### src/rtl/fa2_pkg.sv
// package: payload types and constants for the atan2 unit
`default_nettype none
package fa2_pkg;
    localparam int IN_WIDTH_DEF    = 16;
    localparam int ANGLE_FRAC_DEF  = 13;
    localparam int ANGLE_WIDTH_DEF = ANGLE_FRAC_DEF + 3;

    // polynomial coefficients, unsigned Q.30
    localparam logic [31:0] C_PI4     = 32'd843314857;
    localparam logic [31:0] C_A       = 32'd262744624;
    localparam logic [31:0] C_B       = 32'd71189083;
    localparam logic [31:0] C_HALF_PI = 32'd1686629713;
    localparam int          Q_BITS    = 15;

    // quadrant codes
    localparam logic [1:0] QC_0 = 2'd0;
    localparam logic [1:0] QC_1 = 2'd1;
    localparam logic [1:0] QC_2 = 2'd2;
    localparam logic [1:0] QC_3 = 2'd3;

    typedef struct packed {
        logic signed [IN_WIDTH_DEF-1:0] y_in;
        logic signed [IN_WIDTH_DEF-1:0] x_in;
    } t_in_item;

    typedef struct packed {
        logic signed [ANGLE_WIDTH_DEF-1:0] angle;
        logic                              both_zero;
    } t_out_item;

    // control that travels with each item through the chain
    typedef struct packed {
        logic       vld;
        logic       zero;
        logic       swap;
        logic       neg;
        logic [1:0] qc;
    } t_ctl;
endpackage
`default_nettype wire

### src/rtl/fa2_div_cell.sv
// divider cell: one restoring quotient bit per stage, passed to the next cell
`default_nettype none
module fa2_div_cell
    import fa2_pkg::*;
#(
    parameter int MAG_W = 17,
    parameter int NUM_W = 34
) (
    input  wire logic             i_clk,
    input  wire logic             i_rst_n,
    input  wire logic             i_adv,
    input  wire t_ctl             i_ctl,
    input  wire logic [NUM_W-1:0] i_rem,
    input  wire logic [NUM_W-1:0] i_num,
    input  wire logic [MAG_W:0]   i_den,
    input  wire logic [17:0]      i_quo,
    output t_ctl                  o_ctl,
    output logic [NUM_W-1:0]      o_rem,
    output logic [NUM_W-1:0]      o_num,
    output logic [MAG_W:0]        o_den,
    output logic [17:0]           o_quo
);
    logic [NUM_W:0]   w_try;
    logic [NUM_W:0]   w_sub;
    logic             w_bit;

    // shift in next numerator bit and trial subtract
    assign w_try = {i_rem, i_num[NUM_W-1]};
    assign w_sub = w_try - {{(NUM_W-MAG_W){1'b0}}, i_den};
    assign w_bit = ~w_sub[NUM_W];

    always_ff @(posedge i_clk) begin
        if (!i_rst_n) begin
            o_ctl <= '0;
        end else if (i_adv) begin
            o_ctl <= i_ctl;
        end
    end

    always_ff @(posedge i_clk) begin
        if (i_adv) begin
            o_rem <= w_bit ? w_sub[NUM_W-1:0] : w_try[NUM_W-1:0];
            o_num <= {i_num[NUM_W-2:0], 1'b0};
            o_den <= i_den;
            o_quo <= {i_quo[16:0], w_bit};
        end
    end
endmodule
`default_nettype wire

### config.mk
export PLATFORM = sky130hd
export DESIGN_NAME = fa2_div_cell
export DESIGN_NICKNAME = d
export VERILOG_FILES = /design/src/rtl/fa2_pkg.sv /design/src/rtl/fa2_div_cell.sv
export SDC_FILE = /design/constraint.sdc
export NUM_CORES = 1
export LEC_CHECK = 0
export BUFFER_PORTS_ARGS = -buffer_cell sky130_fd_sc_hd__buf_2
export CELL_PAD_IN_SITES_DETAIL_PLACEMENT = 2
export CELL_PAD_IN_SITES_GLOBAL_PLACEMENT = 2
export CORE_MARGIN = 2
export CORE_UTILIZATION = 26
export DETAILED_ROUTE_END_ITERATION = 12
export GPL_TIMING_DRIVEN = 1
export PLACE_DENSITY_LB_ADDON = 0.1
export SLEW_MARGIN = 15
export SYNTH_ARGS = -nofsm -noshare
export SYNTH_HDL_FRONTEND = slang
export SYNTH_SLANG_ARGS = --single-unit
### constraint.sdc
create_clock -name i_clk -period 2.6 [get_ports i_clk]
set_clock_uncertainty 0.15 [all_clocks]
set_input_delay 0.26 -clock i_clk [delete_from_list [all_inputs] [get_ports i_clk]]
set_output_delay 0.26 -clock i_clk [all_outputs]
set_load 0.03 [all_outputs]
==> impl_metrics.env <==
export IMPL_power_switching_mw=1.46
export IMPL_antennaDiodeCount=0
export IMPL_synth_top_family_by_area="simple AND/OR/NAND/NOR gates"
export IMPL_drv_slew=0
export IMPL_synth_edf_count=103
export IMPL_yosysWarnings=0
export IMPL_grt_setup_unrepaired="true"
export IMPL_pwr_share_seq_pct=45.7
export IMPL_post_route_period_util_pct=92.6
export IMPL_layout_commonest_cell="buf_2"
export IMPL_fmax_mhz=415
export IMPL_arrival_ps=2360
export IMPL_avgViaCountPerCell=4.40
export IMPL_maxCapViolCount=0
export IMPL_fin_crit_ps=2410
export IMPL_synth_nets=523
export IMPL_placedCellCount=915
export IMPL_die_w_um=143
export IMPL_grt_max_degree=47
export IMPL_grt_pass1_vias=4864
export IMPL_cts_root_buffer="clkbuf_16"
export IMPL_initial_core_util_pct=26.6
export IMPL_clk_pin_slew_ps=80
export IMPL_io_pins=223
export IMPL_syn_area_um2=5010
export IMPL_switching_share_pct=31.2
export IMPL_ff_latch_area_um2=3210
export IMPL_cp_max_fo=18
export IMPL_setup_ws_ps=193
export IMPL_drc=0
export IMPL_utilization_pct=41.4
export IMPL_drt_iter0_markers=119
export IMPL_crit_chain="buf_2 > inv_1 > ha_1 > fa_1 > nor2b_1 > o21ba_2 > o211ai_1 > a31oi_1 > nand2b_1 > buf_4 > o21ai_0"
export IMPL_postSynthCellCount=391
export IMPL_p_leak_nw=3.40
export IMPL_cts_tree="built"
export IMPL_grt_pass1_wl_mm=26.6
export IMPL_cts_sinks=109
export IMPL_clock_latency_ps=350
export IMPL_path_buf_inv=3
export IMPL_core_area_um2=18800
export IMPL_drive_gt1_share_pct=40.7
export IMPL_wl_mm=17.1
export IMPL_synthSimpleGateAreaFrac_pct=10.8
export IMPL_nets=866
export IMPL_crit_slowest_cell="fa_1"
export IMPL_p_per_area_nw_per_um2=599
export IMPL_vdd_drop_max_mv=0.335
export IMPL_synth_seq_area_share_pct=64.1
export IMPL_worstSetupEndpointType="flip-flop"
export IMPL_pre_cts_ws_ps=-257
export IMPL_antenna_found_initial=0
export IMPL_layout_cells_non_filler=999
export IMPL_overflow=0
export IMPL_place_congestion=0.778
export IMPL_synth_compound_area_share_pct=9.79
export IMPL_max_stage_delay_ps=420
export IMPL_drt_pass1_iterations=4
export IMPL_syn_avg_cell_area_um2=12.8
export IMPL_crit_family="compound AO/OA/AOI/OAI gates"
export IMPL_vias=4395
export IMPL_yosysUniqueCellTypes=47
export IMPL_p_total_mw=4.67
export IMPL_multi_input_area_um2=1630
export IMPL_pwr_share_comb_pct=24.5
export IMPL_async_flop_share_pct=0
export IMPL_post_drt_wl_per_cell_um=17.1
export IMPL_p_clk_share_pct=29.8
export IMPL_synthXorXnorAreaFrac_pct=5.59
export IMPL_die_h_um=143
export IMPL_setup_viol=0
export IMPL_cts_htree_levels=3
export IMPL_synth_fa_ha_area_share_pct=4.89
export IMPL_numCtsBuffers=9
export IMPL_start_kind="primary input"
export IMPL_die_area_um2=20400
export IMPL_synth_seq_cells=109
export IMPL_intPower_mw=3.21
export IMPL_ys_flop_type="edfxtp_1"
export IMPL_dp_hpwl_mm=12.2
export IMPL_io_buffers=220
export IMPL_grt_use_total_pct=16.9
export IMPL_synth_mux_area_share_pct=1.20
export IMPL_ant_nets=0
export IMPL_syn_to_final_growth_pct=55.6
export IMPL_layout_common_cells="buf_2 (219), edfxtp_1 (103), dlygate4sd3_1 (68), buf_4 (57), nand2_1 (37)"
export IMPL_nFillCells=2007
export IMPL_hold_viol_final=0
export IMPL_hold_class="in2reg"
export IMPL_critPathKind="in2reg"
export IMPL_status="complete, no violations"
export IMPL_cts_max_path_buffers=2
export IMPL_rows=50
export IMPL_cp_required_ps=2550
power by group through the flow:
| stage | registers (mW) | logic, mW | clock network [mW] |
|---|---|---|---|
| finish | 2.13 | 1.14 | 1.39 |
| global route | 2.15 | 1.25 | 1.50 |
| CTS | 2.13 | 1.15 | 1.44 |
| detailed placement | 2.17 | 1.07 | 0 |
| global placement | 2.16 | 1.04 | 0 |
| floorplan | 2.48 | 0.283 | 0 |
worst register-to-register path, cell delays in order, from the launching register on:
cell,delay [ps]
dfxtp_1,310
mux2i_1,140
nor2b_1,60
logic make-up after synthesis:
group           Yosys count
simple gates            105
flops                   109
xor+xnor                 32
compound gates           80
buf+inv                  39
mux                       6
fa+ha+maj                19
other cells               1
what timing repair did:
item,4_1_cts,5_1_grt
endpoints found under the hold margin,68,0
hold buffers,68,0
resized for setup,0,1
setup endpoints to repair,0,5
setup buffers,0,0
cells in the mapped netlist (7+ instances only):
cell type,number,area [um2]
a21oi_1,23,115
nor2_1,18,67.6
ha_1,18,225
edfxtp_1,103,3090
nand4_1,14,87.6
nor2b_1,7,43.8
inv_1,24,90.1
clkbuf_1,8,30.0
xor2_1,7,61.3
nand2_1,37,139
xnor2_1,25,219
o21ai_0,27,135
per-layer routing:
| metal | vias up | global-route usage [%] | part of all wire (%) |
|---|---|---|---|
| li1 | 2124 | - | - |
| met1 | 2108 | 20.7 | 43 |
| met2 | 148 | 29.7 | 50 |
| met3 | 15 | 4.16 | 6.3 |
| met4 | 0 | 4.48 | 1.4 |
| met5 | - | 0 | 0 |
metrics by stage:
| stage | TNS [ps] | hold slack, ps | cell area (um2) |
|---|---|---|---|
| 2_1_floorplan | 0 | 209 | 5010 |
| 3_3_place_gp | -3030 | 287 | 6820 |
| 3_5_place_dp | -6110 | 288 | 6820 |
| 4_1_cts | 0 | 11.9 | 7790 |
| 5_1_grt | -50.7 | 29.6 | 7790 |
| 6_report | 0 | 25.8 | 7790 |
sequential cells by signal (all words and copies together) (netlist names):
signal,cells
o_quo,18
o_den,18
o_num,33
o_ctl,6
o_rem,34
final cells by class:
type                       count  share of cell area [%]
sequential                   109                    41.2
timing repair buffer         346                    28.8
multi-input combinational    243                    20.9
tap                          260                    4.17
clock buffer                  10                    2.94
inverter                      25                    1.27
clock inverter                 6                   0.738
path summary, 6_finish.rpt:
check,from,to,slack (ps),cells after the start
min reg2reg,o_ctl[3]$_SDFFE_PN0P_,o_ctl[3]$_SDFFE_PN0P_,380,2
min,i_ctl[0],o_ctl[0]$_SDFFE_PN0P_,30,3
max reg2reg,o_ctl[3]$_SDFFE_PN0P_,o_ctl[3]$_SDFFE_PN0P_,1830,2
max,i_num[33],o_rem[2]$_DFFE_PP_,190,11
No activity file was read; power rests on OpenSTA's default activity.
