[src/rtl/fa2_pkg.sv]
// package: payload types and constants for the atan2 unit
`default_nettype none
package fa2_pkg;
    localparam int IN_WIDTH_DEF    = 16;
    localparam int ANGLE_FRAC_DEF  = 13;
    localparam int ANGLE_WIDTH_DEF = ANGLE_FRAC_DEF + 3;

    // polynomial coefficients, unsigned Q.30
    localparam logic [31:0] C_PI4     = 32'd843314857;
    localparam logic [31:0] C_A       = 32'd262744624;
    localparam logic [31:0] C_B       = 32'd71189083;
    localparam logic [31:0] C_HALF_PI = 32'd1686629713;
    localparam int          Q_BITS    = 15;

    // quadrant codes
    localparam logic [1:0] QC_0 = 2'd0;
    localparam logic [1:0] QC_1 = 2'd1;
    localparam logic [1:0] QC_2 = 2'd2;
    localparam logic [1:0] QC_3 = 2'd3;

    typedef struct packed {
        logic signed [IN_WIDTH_DEF-1:0] y_in;
        logic signed [IN_WIDTH_DEF-1:0] x_in;
    } t_in_item;

    typedef struct packed {
        logic signed [ANGLE_WIDTH_DEF-1:0] angle;
        logic                              both_zero;
    } t_out_item;

    // control that travels with each item through the chain
    typedef struct packed {
        logic       vld;
        logic       zero;
        logic       swap;
        logic       neg;
        logic [1:0] qc;
    } t_ctl;
endpackage
`default_nettype wire

[src/rtl/fa2_poly.sv]
// polynomial and octant fold, pipelined
`default_nettype none
module fa2_poly
    import fa2_pkg::*;
(
    input  wire logic       i_clk,
    input  wire logic       i_rst_n,
    input  wire logic       i_adv,
    input  wire t_ctl       i_ctl,
    input  wire logic [16:0] i_m,
    output t_ctl            o_ctl,
    output logic signed [ANGLE_WIDTH_DEF-1:0] o_angle
);
    localparam int SH = 30 - ANGLE_FRAC_DEF;
    localparam int AW = ANGLE_WIDTH_DEF;

    t_ctl         r_c1, r_c2, r_c3, r_c4;
    logic [31:0]  r_t1;
    logic [31:0]  r_p1;
    logic [31:0]  r_u1;
    logic [31:0]  r_t2, r_u2, r_p2;
    logic [31:0]  r_v3, r_p3;
    logic signed [33:0] r_z4;

    logic [48:0]  w_bm;
    logic [48:0]  w_pm;
    logic [33:0]  w_u;
    logic [63:0]  w_ut;
    logic signed [33:0] w_z, w_zf, w_mag;
    logic [33:0]  w_r;
    logic signed [33:0] w_hp;

    assign w_bm = C_B * i_m;
    assign w_pm = C_PI4 * i_m;
    assign w_u  = {17'd0, i_m} * {17'd0, (17'd32768 - i_m)};
    assign w_ut = r_u2 * r_t2;
    assign w_hp = $signed({2'b00, C_HALF_PI});

    always_ff @(posedge i_clk) begin
        if (i_adv) begin
            r_t1 <= C_A + w_bm[46:15];
            r_p1 <= w_pm[46:15];
            r_u1 <= w_u[31:0];
            r_t2 <= r_t1;
            r_u2 <= r_u1;
            r_p2 <= r_p1;
            r_v3 <= w_ut[61:30];
            r_p3 <= r_p2;
            r_z4 <= w_zf;
        end
    end

    always_comb begin
        w_z = $signed({2'b00, r_p3 + r_v3});
        if (r_c3.neg) w_z = -w_z;
        w_zf = w_z;
        if (r_c3.swap) begin
            w_zf = (r_c3.qc == QC_0 || r_c3.qc == QC_1) ? (w_hp - w_z) : (-w_hp - w_z);
        end else if (r_c3.qc == QC_1) begin
            w_zf = 34'sd2 * w_hp + w_z;
        end else if (r_c3.qc == QC_2) begin
            w_zf = -(34'sd2 * w_hp) + w_z;
        end
        if (r_c3.zero) w_zf = '0;
    end

    // round half away from zero
    assign w_mag = r_z4[33] ? -r_z4 : r_z4;
    assign w_r   = ($unsigned(w_mag) + (34'd1 << (SH - 1))) >> SH;
    assign o_angle = r_z4[33] ? -$signed(w_r[AW-1:0]) : $signed(w_r[AW-1:0]);
    assign o_ctl   = r_c4;

    always_ff @(posedge i_clk) begin
        if (!i_rst_n) begin
            r_c1 <= '0; r_c2 <= '0; r_c3 <= '0; r_c4 <= '0;
        end else if (i_adv) begin
            r_c1 <= i_ctl; r_c2 <= r_c1; r_c3 <= r_c2; r_c4 <= r_c3;
        end
    end
endmodule
`default_nettype wire

[config.mk]
export PLATFORM = sky130hd
export DESIGN_NAME = fa2_poly
export DESIGN_NICKNAME = d
export VERILOG_FILES = /design/src/rtl/fa2_pkg.sv /design/src/rtl/fa2_poly.sv
export SDC_FILE = /design/constraint.sdc
export NUM_CORES = 2
export LEC_CHECK = 0
export BUFFER_PORTS_ARGS = -buffer_cell sky130_fd_sc_hd__buf_2
export CORE_MARGIN = 2
export CORE_UTILIZATION = 61
export DETAILED_ROUTE_END_ITERATION = 16
export GPL_TIMING_DRIVEN = 0
export PLACE_DENSITY = 0.86
export SYNTH_ARGS = -nofsm -noshare
export SYNTH_HDL_FRONTEND = slang
export SYNTH_SLANG_ARGS = --single-unit
[constraint.sdc]
create_clock -name i_clk -period 8.44 [get_ports i_clk]
set_input_delay 0.422 -clock i_clk [delete_from_list [all_inputs] [get_ports i_clk]]
set_output_delay 0.422 -clock i_clk [all_outputs]
set_load 0.02 [all_outputs]
==> flow_summary.toml <==
[floorplanning]
die_h_um = 344
io_pins = 48
rows = 124
start_util_pct = 61.5
core_area_um2 = 114000
fp.dieW_um = 344
dieArea_um2 = 118000

[logic_synthesis]
synth_flop_cell = "edfxtp_1"
postSynthCellCount = 7306
yosysUniqueCellTypes = 115
ys_async_sr_fraction_pct = 0
avgSynthCellArea_um2 = 9.63
syn-cell-area_um2 = 70400
ys_seq_elements = 310
synth-edff-count = 286
synth-seq-area-share_pct = 12.9
syn_nets = 9430
ys_warn_count = 0

[grt]
track_usage_pct = 38.6
grt_pass1_wl_um = 337000
grt-ovfl-total = 0
first_global_vias = 56956
grt_max_degree = 132
antenna_found_initial = 17

[sta]
fin_crit_sh_pct = 109
worst_pin_slew_ns = 1.52
slew_viol_final = 11
relSlewSlack_pct = -1.30
rsz0062_at_grt = "true"
finalWorstSetupSlack_ns = -0.718
hold_viol = 0
fmax_ghz = 0.109
finalCriticalPeriod_ns = 9.16
fin_skew_ns = 0.0228
setup_viol = 19

[place]
post-place-ws_ns = -3.30
gp_congestion = 1.08
dpl.hpwl_um = 175000
io_buffer_count = 47

[cts]
clock_latency_ns = 0.59
clkSinkCount = 310
numCtsBuffers = 34
holdBufCountCts = 0
htreeDepth = 2
path_clk_slew_ns = 0.07
cts_tree = "built"
cts_buffer_depth = 3
cts_root_buf = "clkbuf_16"

[worst_setup_path]
worstPathMaxFanout = 10
cp-end-kind = "flop"
critPathTopFamily = "adder cells"
crit_cells = 29
crit_required_ns = 8.75
cp_slowest_cell = "fa_1"
r2r_cells = 29
critPathLaunchType = "flop"
crit_arrival_ns = 9.47
path_class = "reg2reg"
critical_path_buf_inv_count = 6
path_common_cell = "fa_1"
critPathMaxStageDelay_ns = 0.71

[routing]
wl_per_cell_um = 24.8
viasPerCell = 6.05
first_iter_violations = 5929
via_count = 54757
antenna_left = 0
firstDrtPassIters = 14
drc = 0
drt_wl_total_um = 224000

[layout]
fin_nets = 9631
syn2layout_area_growth_pct = 8.24
layout-drive-gt1-share_pct = 7.35
finish.utilization_pct = 66.6
fillCellCount = 8555
final_cell_mix = "inv_1, fa_1, ha_1"
layout_commonest_cell = "inv_1"

[outcome]
outcome = "complete, but fails checks"
violations = "capacitance limit, slew limit, setup timing"

[hold_path]
hold_depth = 3
hold_path.class = "in2reg"

[run]
max-cap-violations = 1
-- cells in the mapped netlist (all sizes together), types with 12 or more instances --
cell type / n / area, µm²
nand2b: 181 / 1130
o2111ai: 15 / 131
a211o: 13 / 114
xor2: 75 / 672
inv: 1628 / 6110
o21ai: 113 / 573
ha: 771 / 9650
buf: 20 / 108
o22ai: 12 / 75.1
nor4: 17 / 143
o21bai: 12 / 90.1
and2: 524 / 3280
nand2: 652 / 2450
edfxtp: 286 / 8590
nor2: 249 / 935
a21o: 67 / 503
xnor2: 194 / 1710
clkbuf: 272 / 1020
o31ai: 22 / 175
o211ai: 24 / 190
nand4: 33 / 228
nor3: 73 / 380
nor2b: 64 / 400
mux2i: 29 / 290
a21oi: 185 / 930
nand3: 53 / 265
a221oi: 15 / 150
or3: 18 / 113
a31oi: 31 / 200
dfxtp: 24 / 480
a211oi: 37 / 305
fa: 1327 / 26600
or2: 20 / 125
and3: 33 / 206
o21a: 38 / 285
-- final timing paths --
path                          endpoint  slack [ns]               start
hold / removal    r_c1[3]$_SDFFE_PN0P_         0.1            i_ctl[3]
hold reg to reg     r_t2[25]$_DFFE_PP_        0.41  r_t1[25]$_DFFE_PP_
setup reg to reg    r_v3[31]$_DFFE_PP_       -0.72  r_t2[20]$_DFFE_PP_
setup / recovery    r_v3[31]$_DFFE_PP_       -0.72  r_t2[20]$_DFFE_PP_
-- kinds of logic (layout without fill, tap and decap cells) --
logic type,Yosys count,after routing,share of synthesized area (%)
compound gates,705,705,7.05
xor+xnor,271,271,3.45
fa+ha+maj,2099,2099,51.5
buf+inv,1924,2145,10.3
flops,310,310,12.9
mux,39,39,0.610
other cells,0,12,0
simple gates,1958,1958,14.2
-- routing by layer --
| layer | part of all wire, % | GRT usage (%) | vias to the layer above |
|---|---|---|---|
| met5 | 0.081 | 0.280 | - |
| met4 | 7.9 | 23.8 | 18 |
| met3 | 13 | 11.6 | 997 |
| met2 | 43 | 58.4 | 3581 |
| met1 | 35 | 48.7 | 27069 |
| li1 | - | - | 23092 |
-- worst register-to-register path, delay by kind of cell (launching register included) --
family / cells / cell delay [ns]
flops: 1 / 0.46
simple gates: 3 / 1.12
buf+inv: 6 / 1.32
xor+xnor: 1 / 0.14
fa+ha+maj: 9 / 3.78
compound gates: 10 / 2.08
-- registers in the layout, indices dropped and copies added, names as in the netlist --
signal	count
o_ctl	6
r_c1	6
r_c2	6
r_c3	6
r_p1	32
r_p2	32
r_p3	32
r_t1	30
r_t2	30
r_u1	32
r_u2	32
r_v3	32
r_z4	34
-- area by class of cell --
type	instances	area, µm²	share of cell area [%]
timing repair buffer	168	1330	1.75
buffer	289	1930	2.54
sequential	310	9070	11.9
inverter	1632	6160	8.08
clock buffer	38	866	1.14
tap	1512	1890	2.48
antenna	12	30.0	0.0394
clock inverter	18	218	0.286
multi-input combinational	5072	54700	71.8
-- metrics by stage --
step | hold WS [ns] | cells | instance area (µm²) | setup TNS (ns)
6_report | 0.0972 | 9051 | 76200 | -7.17
5_1_grt | 0.132 | 9040 | 76100 | -12.69
4_1_cts | 0.0920 | 9010 | 75500 | -3.51
3_5_place_dp | 0.405 | 8867 | 72600 | -128.90
3_3_place_gp | 0.401 | 8865 | 72500 | -114.95
2_1_floorplan | 0.400 | 7306 | 70400 | 0
-- timing repair --
action                                  CTS  global route
pin swaps                                35            28
setup buffers                            88            32
endpoints found under the setup margin   71            41
gates resized for setup                 364           136
Power is not shown: default switching activity piles up to over one toggle a cycle in this logic, so the estimate is an artifact.
